`src/hdl/tmd_pkg.sv`:
```
`default_nettype none
package tmd_pkg;

    localparam int MAX_SIDE_LOG2 = 8;
    localparam int SIDE_W        = MAX_SIDE_LOG2;
    localparam int ADDR_W        = 2 * MAX_SIDE_LOG2;
    localparam int DEPTH         = 1 << ADDR_W;
    localparam int COORD_W       = MAX_SIDE_LOG2 - 1;
    localparam int PIX_W         = 32;
    localparam int CH_W          = 8;
    localparam int NUM_CH        = PIX_W / CH_W;
    localparam int ACC_W         = 14;
    localparam int LOG_W         = 4;
    localparam int CNT_W         = 4;
    localparam int CFG_IDX_W     = 2;
    localparam int CFG_DATA_W    = LOG_W;

    // stream tdata layout
    localparam int TD_WADDR_LSB  = 0;
    localparam int TD_PIX_LSB    = TD_WADDR_LSB + ADDR_W;
    localparam int TD_OC_LSB     = TD_PIX_LSB + PIX_W;
    localparam int TD_ORW_LSB    = TD_OC_LSB + COORD_W;
    localparam int TD_IN_W       = ((TD_ORW_LSB + COORD_W + 7) / 8) * 8;

    localparam logic [CFG_IDX_W-1:0] CFG_WIDTH_LOG2  = 2'd0;
    localparam logic [CFG_IDX_W-1:0] CFG_HEIGHT_LOG2 = 2'd1;
    localparam logic [CFG_IDX_W-1:0] CFG_TENT_FILTER = 2'd2;

    localparam logic OP_WRITE   = 1'b0;
    localparam logic OP_COMPUTE = 1'b1;

    localparam logic [1:0] MODE_LIN  = 2'd0;
    localparam logic [1:0] MODE_BOX  = 2'd1;
    localparam logic [1:0] MODE_TENT = 2'd2;

    localparam int DIV_MUL_W = 15;
    localparam int DIV_SHIFT = 20;
    localparam logic [DIV_MUL_W-1:0] DIV36_MUL = 15'd29128;

    typedef struct packed {
        logic       clear;
        logic       acc_en;
        logic [1:0] wsh;
        logic       fin;
        logic [1:0] mode;
    } t_acc_ctl;

    function automatic logic [CH_W-1:0] div36(input logic [ACC_W-1:0] x);
        logic [ACC_W+DIV_MUL_W-1:0] p;
        p = (ACC_W + DIV_MUL_W)'(x) * (ACC_W + DIV_MUL_W)'(DIV36_MUL);
        return CH_W'(p >> DIV_SHIFT);
    endfunction

endpackage
`default_nettype wire

```
`src/hdl/tmd_filter_acc.sv`:
```
`default_nettype none
module tmd_filter_acc (
    input  wire logic                      i_clk,
    input  wire tmd_pkg::t_acc_ctl         i_ctl,
    input  wire logic [tmd_pkg::PIX_W-1:0] i_pix,
    output logic      [tmd_pkg::PIX_W-1:0] o_result
);
    import tmd_pkg::*;

    logic [ACC_W-1:0] r_acc [NUM_CH];
    logic [ACC_W-1:0] n_acc [NUM_CH];
    logic [PIX_W-1:0] r_result;
    logic [PIX_W-1:0] n_result;

    always_comb begin
        for (int k = 0; k < NUM_CH; k++) begin
            if (i_ctl.clear) begin
                n_acc[k] = '0;
            end else if (i_ctl.acc_en) begin
                n_acc[k] = r_acc[k] + (ACC_W'(i_pix[k*CH_W +: CH_W]) << i_ctl.wsh);
            end else begin
                n_acc[k] = r_acc[k];
            end
        end
    end

    always_comb begin
        n_result = '0;
        for (int k = 0; k < NUM_CH; k++) begin
            case (i_ctl.mode)
                MODE_LIN:  n_result[k*CH_W +: CH_W] = CH_W'(r_acc[k] >> 1);
                MODE_BOX:  n_result[k*CH_W +: CH_W] = CH_W'(r_acc[k] >> 2);
                MODE_TENT: n_result[k*CH_W +: CH_W] = div36(r_acc[k]);
                default:   n_result[k*CH_W +: CH_W] = '0;
            endcase
        end
    end

    always_ff @(posedge i_clk) begin
        for (int k = 0; k < NUM_CH; k++) begin
            r_acc[k] <= n_acc[k];
        end
        if (i_ctl.fin) begin
            r_result <= n_result;
        end
    end

    assign o_result = r_result;

endmodule
`default_nettype wire

```
`config.mk`:
```
export PLATFORM = sky130hd
export DESIGN_NAME = tmd_filter_acc
export DESIGN_NICKNAME = d
export VERILOG_FILES = /design/src/hdl/tmd_pkg.sv /design/src/hdl/tmd_filter_acc.sv
export SDC_FILE = /design/constraint.sdc
export NUM_CORES = 1
export LEC_CHECK = 0
export BUFFER_PORTS_ARGS = -buffer_cell sky130_fd_sc_hd__buf_2
export CORE_MARGIN = 2
export CORE_UTILIZATION = 60
export CTS_BUF_LIST = sky130_fd_sc_hd__clkbuf_4
export CTS_CLUSTER_DIAMETER = 100
export CTS_CLUSTER_SIZE = 24
export DETAILED_ROUTE_END_ITERATION = 8
export HOLD_SLACK_MARGIN = 0.06
export PLACE_DENSITY = 0.78
export SLEW_MARGIN = 25
export SYNTH_ARGS = -nofsm -noshare
export SYNTH_HDL_FRONTEND = slang
export SYNTH_SLANG_ARGS = --single-unit
```
`constraint.sdc`:
```
create_clock -name i_clk -period 12.8 [get_ports i_clk]
set_input_delay 3.84 -clock i_clk [delete_from_list [all_inputs] [get_ports i_clk]]
set_output_delay 3.84 -clock i_clk [all_outputs]
set_load 0.01 [all_outputs]
```
* After elaboration in Yosys (flattened, before gate mapping) *
Memory sizes are Yosys's and may differ from the RTL's.
Cells that the tools add are included.

storage, ports and cells
  bits in latches = 0
  output and inout bits = 32
  register bits after elaboration = 32
  input port bits = 40
  logic and storage cells = 29
  ROM bits = 0
  RAM bits = 56
  memories = 1

cells by class
  equal/unequal tests = 2
  add/sub/neg operators = 4
  muxes and demuxes = 12
  reductions and logical operators = 1
  order comparisons = 0
  bitwise operators = 0
  div/mod/pow operators = 0
  shift operators = 4
  multiply operators = 4

memory list
  name   words  bits a word  read ports  clocked after memory_dff  write ports  RTL line              source
  r_acc  4      14           4           0                         4            tmd_filter_acc.sv:10  logic [ACC_W-1:0] r_acc [NUM_CH];

operators with widths
  operator                                                               count
  14-bit 2-to-1 mux                                                      8
  14-bit by 12-bit multiplier with 25-bit output, second input constant  4
  8-bit case mux with 3 select lines                                     4
  14-bit adder                                                           4
  8-bit by 2-bit << shifter with 14-bit output                           4
  2-bit by 1-bit == test with 1-bit output, second input constant        1
  2-bit == test, second input constant                                   1
  2-bit zero test                                                        1

* Longest topological paths before layout *
Gate-level depths: netlist of the first run.

  depth in word-level cells = 4
  depth in mapped cells = 20
  mapped depth without buffers = 20

* Worst setup path after synthesis of the first run *
OpenSTA, ideal clock, no wires.

  path type = input to register
  from = in i_ctl[3] (netlist bit)
  to = mem r_acc[0][13]
  data required time = 12,679 ps
  slack = 5,809 ps
  setup time = 121 ps
  data arrival time = 6,871 ps
  buffers on the path = 2
  stages on the path = 14
  cells stage by stage = clkbuf_1 > buf_1 > mux2i_1 > or2_2 > inv_1 > ha_1 > a21o_1 > a21oi_2 > o21ai_1 > a2111o_1 > nand2_1 > o21ai_2 > o311ai_2 > mux2_2

RTL lines
  what                RTL line              source
  start: declaration  tmd_filter_acc.sv:4   input wire tmd_pkg::t_acc_ctl i_ctl,
  end: declaration    tmd_filter_acc.sv:10

==> out/summary.txt, run 1 <==
Outcome - finished clean
Worst rel slew slack - 31.86%
Adder-Cell Fraction of Synth Area - 46.31%
Core ar. - 25910 sq um
Die Wd - 165.8 microns
Synth unique cells - 67
Initial antenna violation count - 2
Finished Cell Area - 16550 sq um
Kind of critical path - primary input to flop
Final hold viol count - 0
Crit-path max FO - 47
Longest Clk Path Bufs - 2
# setup viols final - 0
Setup WS pre-CTS - 5581 ps
# Post-CTS Setup Buffers - 0
CP required - 13200 ps
Seq/Total Area, Yosys - 13.25%
FF+latch count, synth - 88
Final Routed Wirelength - 35430 microns
Yosys warnings - 0
First-pass GRT wire length - 60060 microns
Grt total ovfl - 0
Share of cells above drive strength 1 - 8.721%
DRT Pass-1 Iters - 5
Final ANT Viol Nets - 0
Starting Density - 60.64%
Via Count - 11890
Post-Place Cell Area - 16370 sq um
Hold Buf Count CTS - 0
Setup TNS - 0 ps
IO Port Bufs - 71
Worst vdd ir - 106.8 uV
Hold crit path type - flop to flop
Die area - 27500 sq um
Synth Area in XOR/XNOR - 3.233%
Cts repair resizes - 0
Met3 GRT Util - 2.669%
Syn nets - 2222
EDFF count, synth - 32
Routed vias/inst - 5.718
Largest net degree at the start of global routing - 90
Synth Instances - 1694
Share of synthesized area spent on multiplexers - 6.888%
Commonest non-fill, non-tap cell in the layout - inv_1
WP data arrival - 7140 ps
Power density cells - 133.6 nW/um^2
IO Count - 72
Largest family of logic cells by synthesized area - adder cells
Inserted Clock Buffers - 9
Synth Flop Type - dfxtp_1
Post-synthesis cell area - 15710 sq um
Hold_ws - 563.1 ps
Sink Count - 88
Root Buffer Master - clkbuf_4
Final instance count without filler cells - 2080
Total track usage - 26.72%
Met2 GRT Util - 46.36%
Layout area overhead - 5.351%
Site row count - 59
Post-DP HPWL - 29320 microns
Worst Skew - 34.74 ps
Worst-Margin Slew - 1022 ps
Max-slew violations - 0
Most frequent cells in the layout - inv_1 (353), ha_1 (332), fa_1 (156)
Routability cong. - 0.9040
RSZ-0062 raised after global routing - false
LEAKAGE - 9.164 nW
Nets - 2266
Fin util - 63.89%
DR DRC count - 0
Synth Area in Compound Gates - 11.46%
Busiest grt layer - met2
Ys async rst share - 0%
H-tree depth - 3
Fill count - 2170
CTS tree - built
Clock-pin slew on the worst setup and hold paths - 140 ps
Tmin final - 6742 ps
Post-synthesis simple-gate area fraction - 9.388%
Max cap viols - 0
Met1 layer usage reported by global route - 34.01%
Placed Cells - 2062
Period utilization - 52.67%
Design Power - 2.211 mW
Clock latency at the later pin of the worst-skew pair - 520 ps
Die Y - 165.8 microns
Maximum clock rate - 0.1483 GHz
Initial detailed-routing violation count - 709
Via count of the first global-routing pass - 12330
Final WS setup - 6058 ps
Avg Cell Area, Syn - 9.275 sq um
Wirelength per Cell - 17.03 microns
Startpoint Class - primary input
Worst setup EP type - flop
-- flip-flops by register name (all words and copies together) (netlist names) --
register and count:
r_acc 56, o_result 32
-- cell usage after synthesis (all sizes together) (10+ instances only) --
cell    count  area share [%]
a21oi      62             2.1
o21ai      65             2.2
and3       10            0.40
a21o       15            0.72
mux2       17             1.2
mux2i      71             4.5
xor2       13            0.72
nand2      56             1.4
o211ai     12            0.57
fa        156              20
a211oi     18            0.86
nand4      13            0.52
nand3      23            0.73
edfxtp     32             6.1
nor2b      19            0.76
nor2      111             2.7
inv       353             8.4
ha        332              26
clkbuf     33            0.79
dfxtp      56             7.1
o22ai      12            0.48
nor3       34             1.1
xnor2      45             2.5
-- power by group --
part	internal (mW)	switching [mW]
Clock	0.100	0.110
Sequential	0.331	0.0583
Combinational	0.675	0.936
Total	1.11	1.10
-- routing by layer --
| layer | vias to the layer above | wire, microns |
|---|---|---|
| li1 | 5822 | - |
| met5 | - | 7 |
| met1 | 5749 | 15450 |
| met3 | 88 | 1053 |
| met4 | 2 | 1473 |
| met2 | 233 | 17450 |
-- cell families after synthesis --
family                   Yosys count
AND/OR/NAND/NOR                  309
buffers and inverters            396
AO/OA/AOI/OAI                    259
flip-flops                        88
XOR/XNOR                          58
adder cells (fa/ha/maj)          488
multiplexers                      96
-- critical path, cell delays in order --
cell	delay [ps]
buf_2	380
nor2_1	440
and2_1	200
ha_1	170
inv_1	60
fa_1	400
nor2b_1	130
o21ai_0	120
a21boi_0	240
o21ai_0	140
a21boi_0	340
o21ai_0	140
o21ai_0	190
mux2_2	350
-- cell type report --
type / count / area [sq um] / area share, %
Antenna cell: 2 / 5.005 / 0.03023
Sequential cell: 88 / 2082 / 12.58
Clock inverter: 6 / 107.6 / 0.6500
Tap cell: 335 / 419.2 / 2.532
Inverter: 354 / 1329 / 8.027
Clock buffer: 10 / 75.07 / 0.4535
Multi-Input combinational cell: 1210 / 12150 / 73.40
Timing Repair Buffer: 75 / 385.4 / 2.328
-- worst paths after layout --
check	from	to	slack, ps	depth (start not counted)
worst max-delay path	i_ctl[4]	r_acc[2][12]	6060	14
worst min-delay path	r_acc[1][1]	r_acc[1][1]	560	2
worst max register to register	r_acc[0][11]	o_result[6]	7370	20
worst min register to register	r_acc[1][1]	r_acc[1][1]	560	2
(Power assumes the default switching activity.)
==> run 2: changes to the inputs <==
--- a/config.mk
+++ b/config.mk
@@ -5,6 +5,7 @@
 export SDC_FILE = /design/constraint.sdc
 export NUM_CORES = 1
 export LEC_CHECK = 0
+export ABC_AREA = 1
 export BUFFER_PORTS_ARGS = -buffer_cell sky130_fd_sc_hd__buf_2
 export CORE_MARGIN = 2
 export CORE_UTILIZATION = 60
@@ -13,7 +14,7 @@
 export CTS_CLUSTER_SIZE = 24
 export DETAILED_ROUTE_END_ITERATION = 8
 export HOLD_SLACK_MARGIN = 0.06
-export PLACE_DENSITY = 0.78
+export PLACE_DENSITY = 0.81
 export SLEW_MARGIN = 25
 export SYNTH_ARGS = -nofsm -noshare
 export SYNTH_HDL_FRONTEND = slang
==> constraint.sdc (replaced) <==
create_clock -name i_clk -period 6.15 [get_ports i_clk]
set_input_delay 1.845 -clock i_clk [delete_from_list [all_inputs] [get_ports i_clk]]
set_output_delay 1.845 -clock i_clk [all_outputs]
set_load 0.01 [all_outputs]
==> out/summary.txt, run 2 <==
Outcome - finished clean
Synth Flop Type - dfxtp_1
FF+latch count, synth - 88 (unchanged)
Hold Buf Count CTS - 0 (unchanged)
Tmin final - 4936 ps
EDFF count, synth - 32 (unchanged)
Crit path cell chain - inv_1, fa_1, inv_1, ha_1, inv_1, fa_1, inv_1, fa_1, inv_1, fa_1, inv_1, ha_1, nand2_1, inv_1, nand2_1, nor3_2, nand3_1, nand3_1, nand2_1, nand3_1, nand2_1
Syn nets - 2895 (+30%)
Nets - 2944 (+30%)
Share of cells above drive strength 1 - 5.287% (-3.4 points)
Synth unique cells - 42 (-37%)
Site row count - 62 (+5.1%)
Avg Cell Area, Syn - 7.386 sq um (-20%)
Total track usage - 30.37% (+3.7 points)
H-tree depth - 3 (unchanged)
Core ar. - 28700 sq um (+11%)
Critical-path top delay cell - fa_1
Share of the synthesized area in the top cell type - 23.76% (-2.7 points)
Final ANT Viol Nets - 0 (unchanged)
Worst vdd ir - 255.0 uV (+140%)
Die area - 30520 sq um (+11%)
Largest stage delay on the critical path - 570 ps (+130 ps)
Crit-path max FO - 5 (-89%)
# Post-CTS Setup Buffers - 0 (unchanged)
Sink Count - 88 (unchanged)
Via count of the first global-routing pass - 15410 (+25%)
IO Count - 72 (unchanged)
Inserted Clock Buffers - 9 (unchanged)
Clock-pin slew on the worst setup and hold paths - 200 ps (+60 ps)
Post-Place Cell Area - 18190 sq um (+11%)
Final hold viol count - 0 (unchanged)
Ys async rst share - 0% (unchanged)
Number of flip-flops in the largest register - 56 (unchanged)
Die Y - 174.7 microns (+5.4%)
Fill count - 2611 (+20%)
Cts repair resizes - 0 (unchanged)
Die Wd - 174.7 microns (+5.4%)
Top cell type by total area after synthesis - ha_1
Initial detailed-routing violation count - 939 (+32%)
Hold crit path type - flop to flop
Longest Clk Path Bufs - 2 (unchanged)
Wirelength per Cell - 16.14 microns (-5.2%)
Seq/Total Area, Yosys - 11.91% (-1.3 points)
Clock latency at the later pin of the worst-skew pair - 530 ps (about the same)
Via Count - 15540 (+31%)
Largest net degree at the start of global routing - 52 (-42%)
CP required - 6480 ps (-6720 ps)
Worst setup EP type - flop
Grt total ovfl - 0 (unchanged)
Design Power - 5.541 mW (+150%)
Routability cong. - 1.017 (+12%)
Max-slew violations - 0 (unchanged)
IO Port Bufs - 71 (unchanged)
LEAKAGE - 10.72 nW (+17%)
Largest register by flop count - r_acc
RSZ-0062 raised after global routing - false
Final Routed Wirelength - 45300 microns (+28%)
Root Buffer Master - clkbuf_4
First-pass GRT wire length - 74610 microns (+24%)
Maximum clock rate - 0.2026 GHz
Routed vias/inst - 5.537 (-3.2%)
Worst-Margin Slew - 1043 ps (+20.41 ps)
CTS tree - built
Top cells by count, synth - inv_1 (528), nand2_1 (416), ha_1 (332)
Starting Density - 60.91% (+0.27 points)
Startpoint Class - flop
Yosys warnings - 0 (unchanged)
Max cap viols - 0 (unchanged)
Synth Instances - 2367 (+40%)
Kind of critical path - flop to flop
DRT Pass-1 Iters - 5 (unchanged)
Setup TNS - 0 ps (unchanged)
Most area-consuming cells after synthesis - ha_1 (24%), fa_1 (18%), inv_1 (11%)
Most frequent cells in the layout - inv_1 (526), nand2_1 (416), ha_1 (332)
Finished Cell Area - 18310 sq um (+11%)
Power density cells - 302.6 nW/um^2 (+130%)
DR DRC count - 0 (unchanged)
Commonest non-fill, non-tap cell in the layout - inv_1
Period utilization - 80.27%
Crit path top cell by count - inv_1
Worst Skew - 37.71 ps (+2.965 ps)
Initial antenna violation count - 1 (-1)
WP data arrival - 5270 ps (-1870 ps)
Post-DP HPWL - 38480 microns (+31%)
CP delay by family, top - adder cells
Post-synthesis cell area - 17480 sq um (+11%)
Worst rel slew slack - 30.07% (-1.8 points)
Top-count cell post-synth - inv_1
# setup viols final - 0 (unchanged)
CP bufs+invs - 7 (+5)
Layout area overhead - 4.738%
==> run 2: tightest hold or removal path: cells and delay by family (launching register included) <==
family / cells / cell delay, ps
flip-flops: 1 / 380
AO/OA/AOI/OAI: 2 / 190
==> run 2: cells by family after synthesis <==
| family | Yosys count | synth area share [%] |
|---|---|---|
| flops | 88 | 11.91 |
| mux | 32 | 1.832 |
| xor+xnor | 27 | 1.353 |
| compound gates | 345 | 11.09 |
| simple gates | 817 | 19.82 |
| fa+ha+maj | 488 | 41.62 |
| buf+inv | 570 | 12.37 |
==> run 2: area by class of cell <==
cell class,count,area (sq um),area share [%]
diodes,1,2.502,0.01367
clock buffers,9,67.56,0.3690
clock inverters,7,52.55,0.2870
inverters,533,2001,10.93
multi-input cells,1709,13240,72.31
flip-flops and latches,88,2082,11.37
well taps,384,480.5,2.624
repair buffers,75,385.4,2.105
==> run 2: path summary, 6_finish.rpt <==
| check | from | end | slack [ps] | depth (start not counted) |
|---|---|---|---|---|
| max reg2reg | r_acc[0][7] | o_result[5] | 1210 | 21 |
| max | r_acc[0][7] | o_result[5] | 1210 | 21 |
| min | r_acc[1][1] | r_acc[1][1] | 590 | 2 |
| min reg2reg | r_acc[1][1] | r_acc[1][1] | 590 | 2 |
==> run 2: where the power goes <==
part	leakage (nW)	total, mW	internal [mW]	switching [mW]
sequential	0.790	0.764	0.680	0.0843
combinational	9.86	4.42	1.60	2.81
clock	0.0733	0.358	0.0882	0.270
==> run 2: per-layer routing <==
metal	track usage, %	wire, microns	part of all wire (%)
met1	40.06	19740	44
met5	0	0	0
met2	50.79	21270	47
met4	12.53	1652	3.6
met3	3.547	2634	5.8
==> run 2: stage by stage <==
stage	utilization (%)	hold WS [ps]	setup slack [ps]	cells
finish	63.80	590.8	1214	2806
CTS	63.79	596.2	1272	2805
global placement	63.37	566.3	1300	2789
detailed placement	63.37	579.9	1330	2789
global route	63.80	608.8	987.6	2806
floorplan	-	504.1	1714	2367
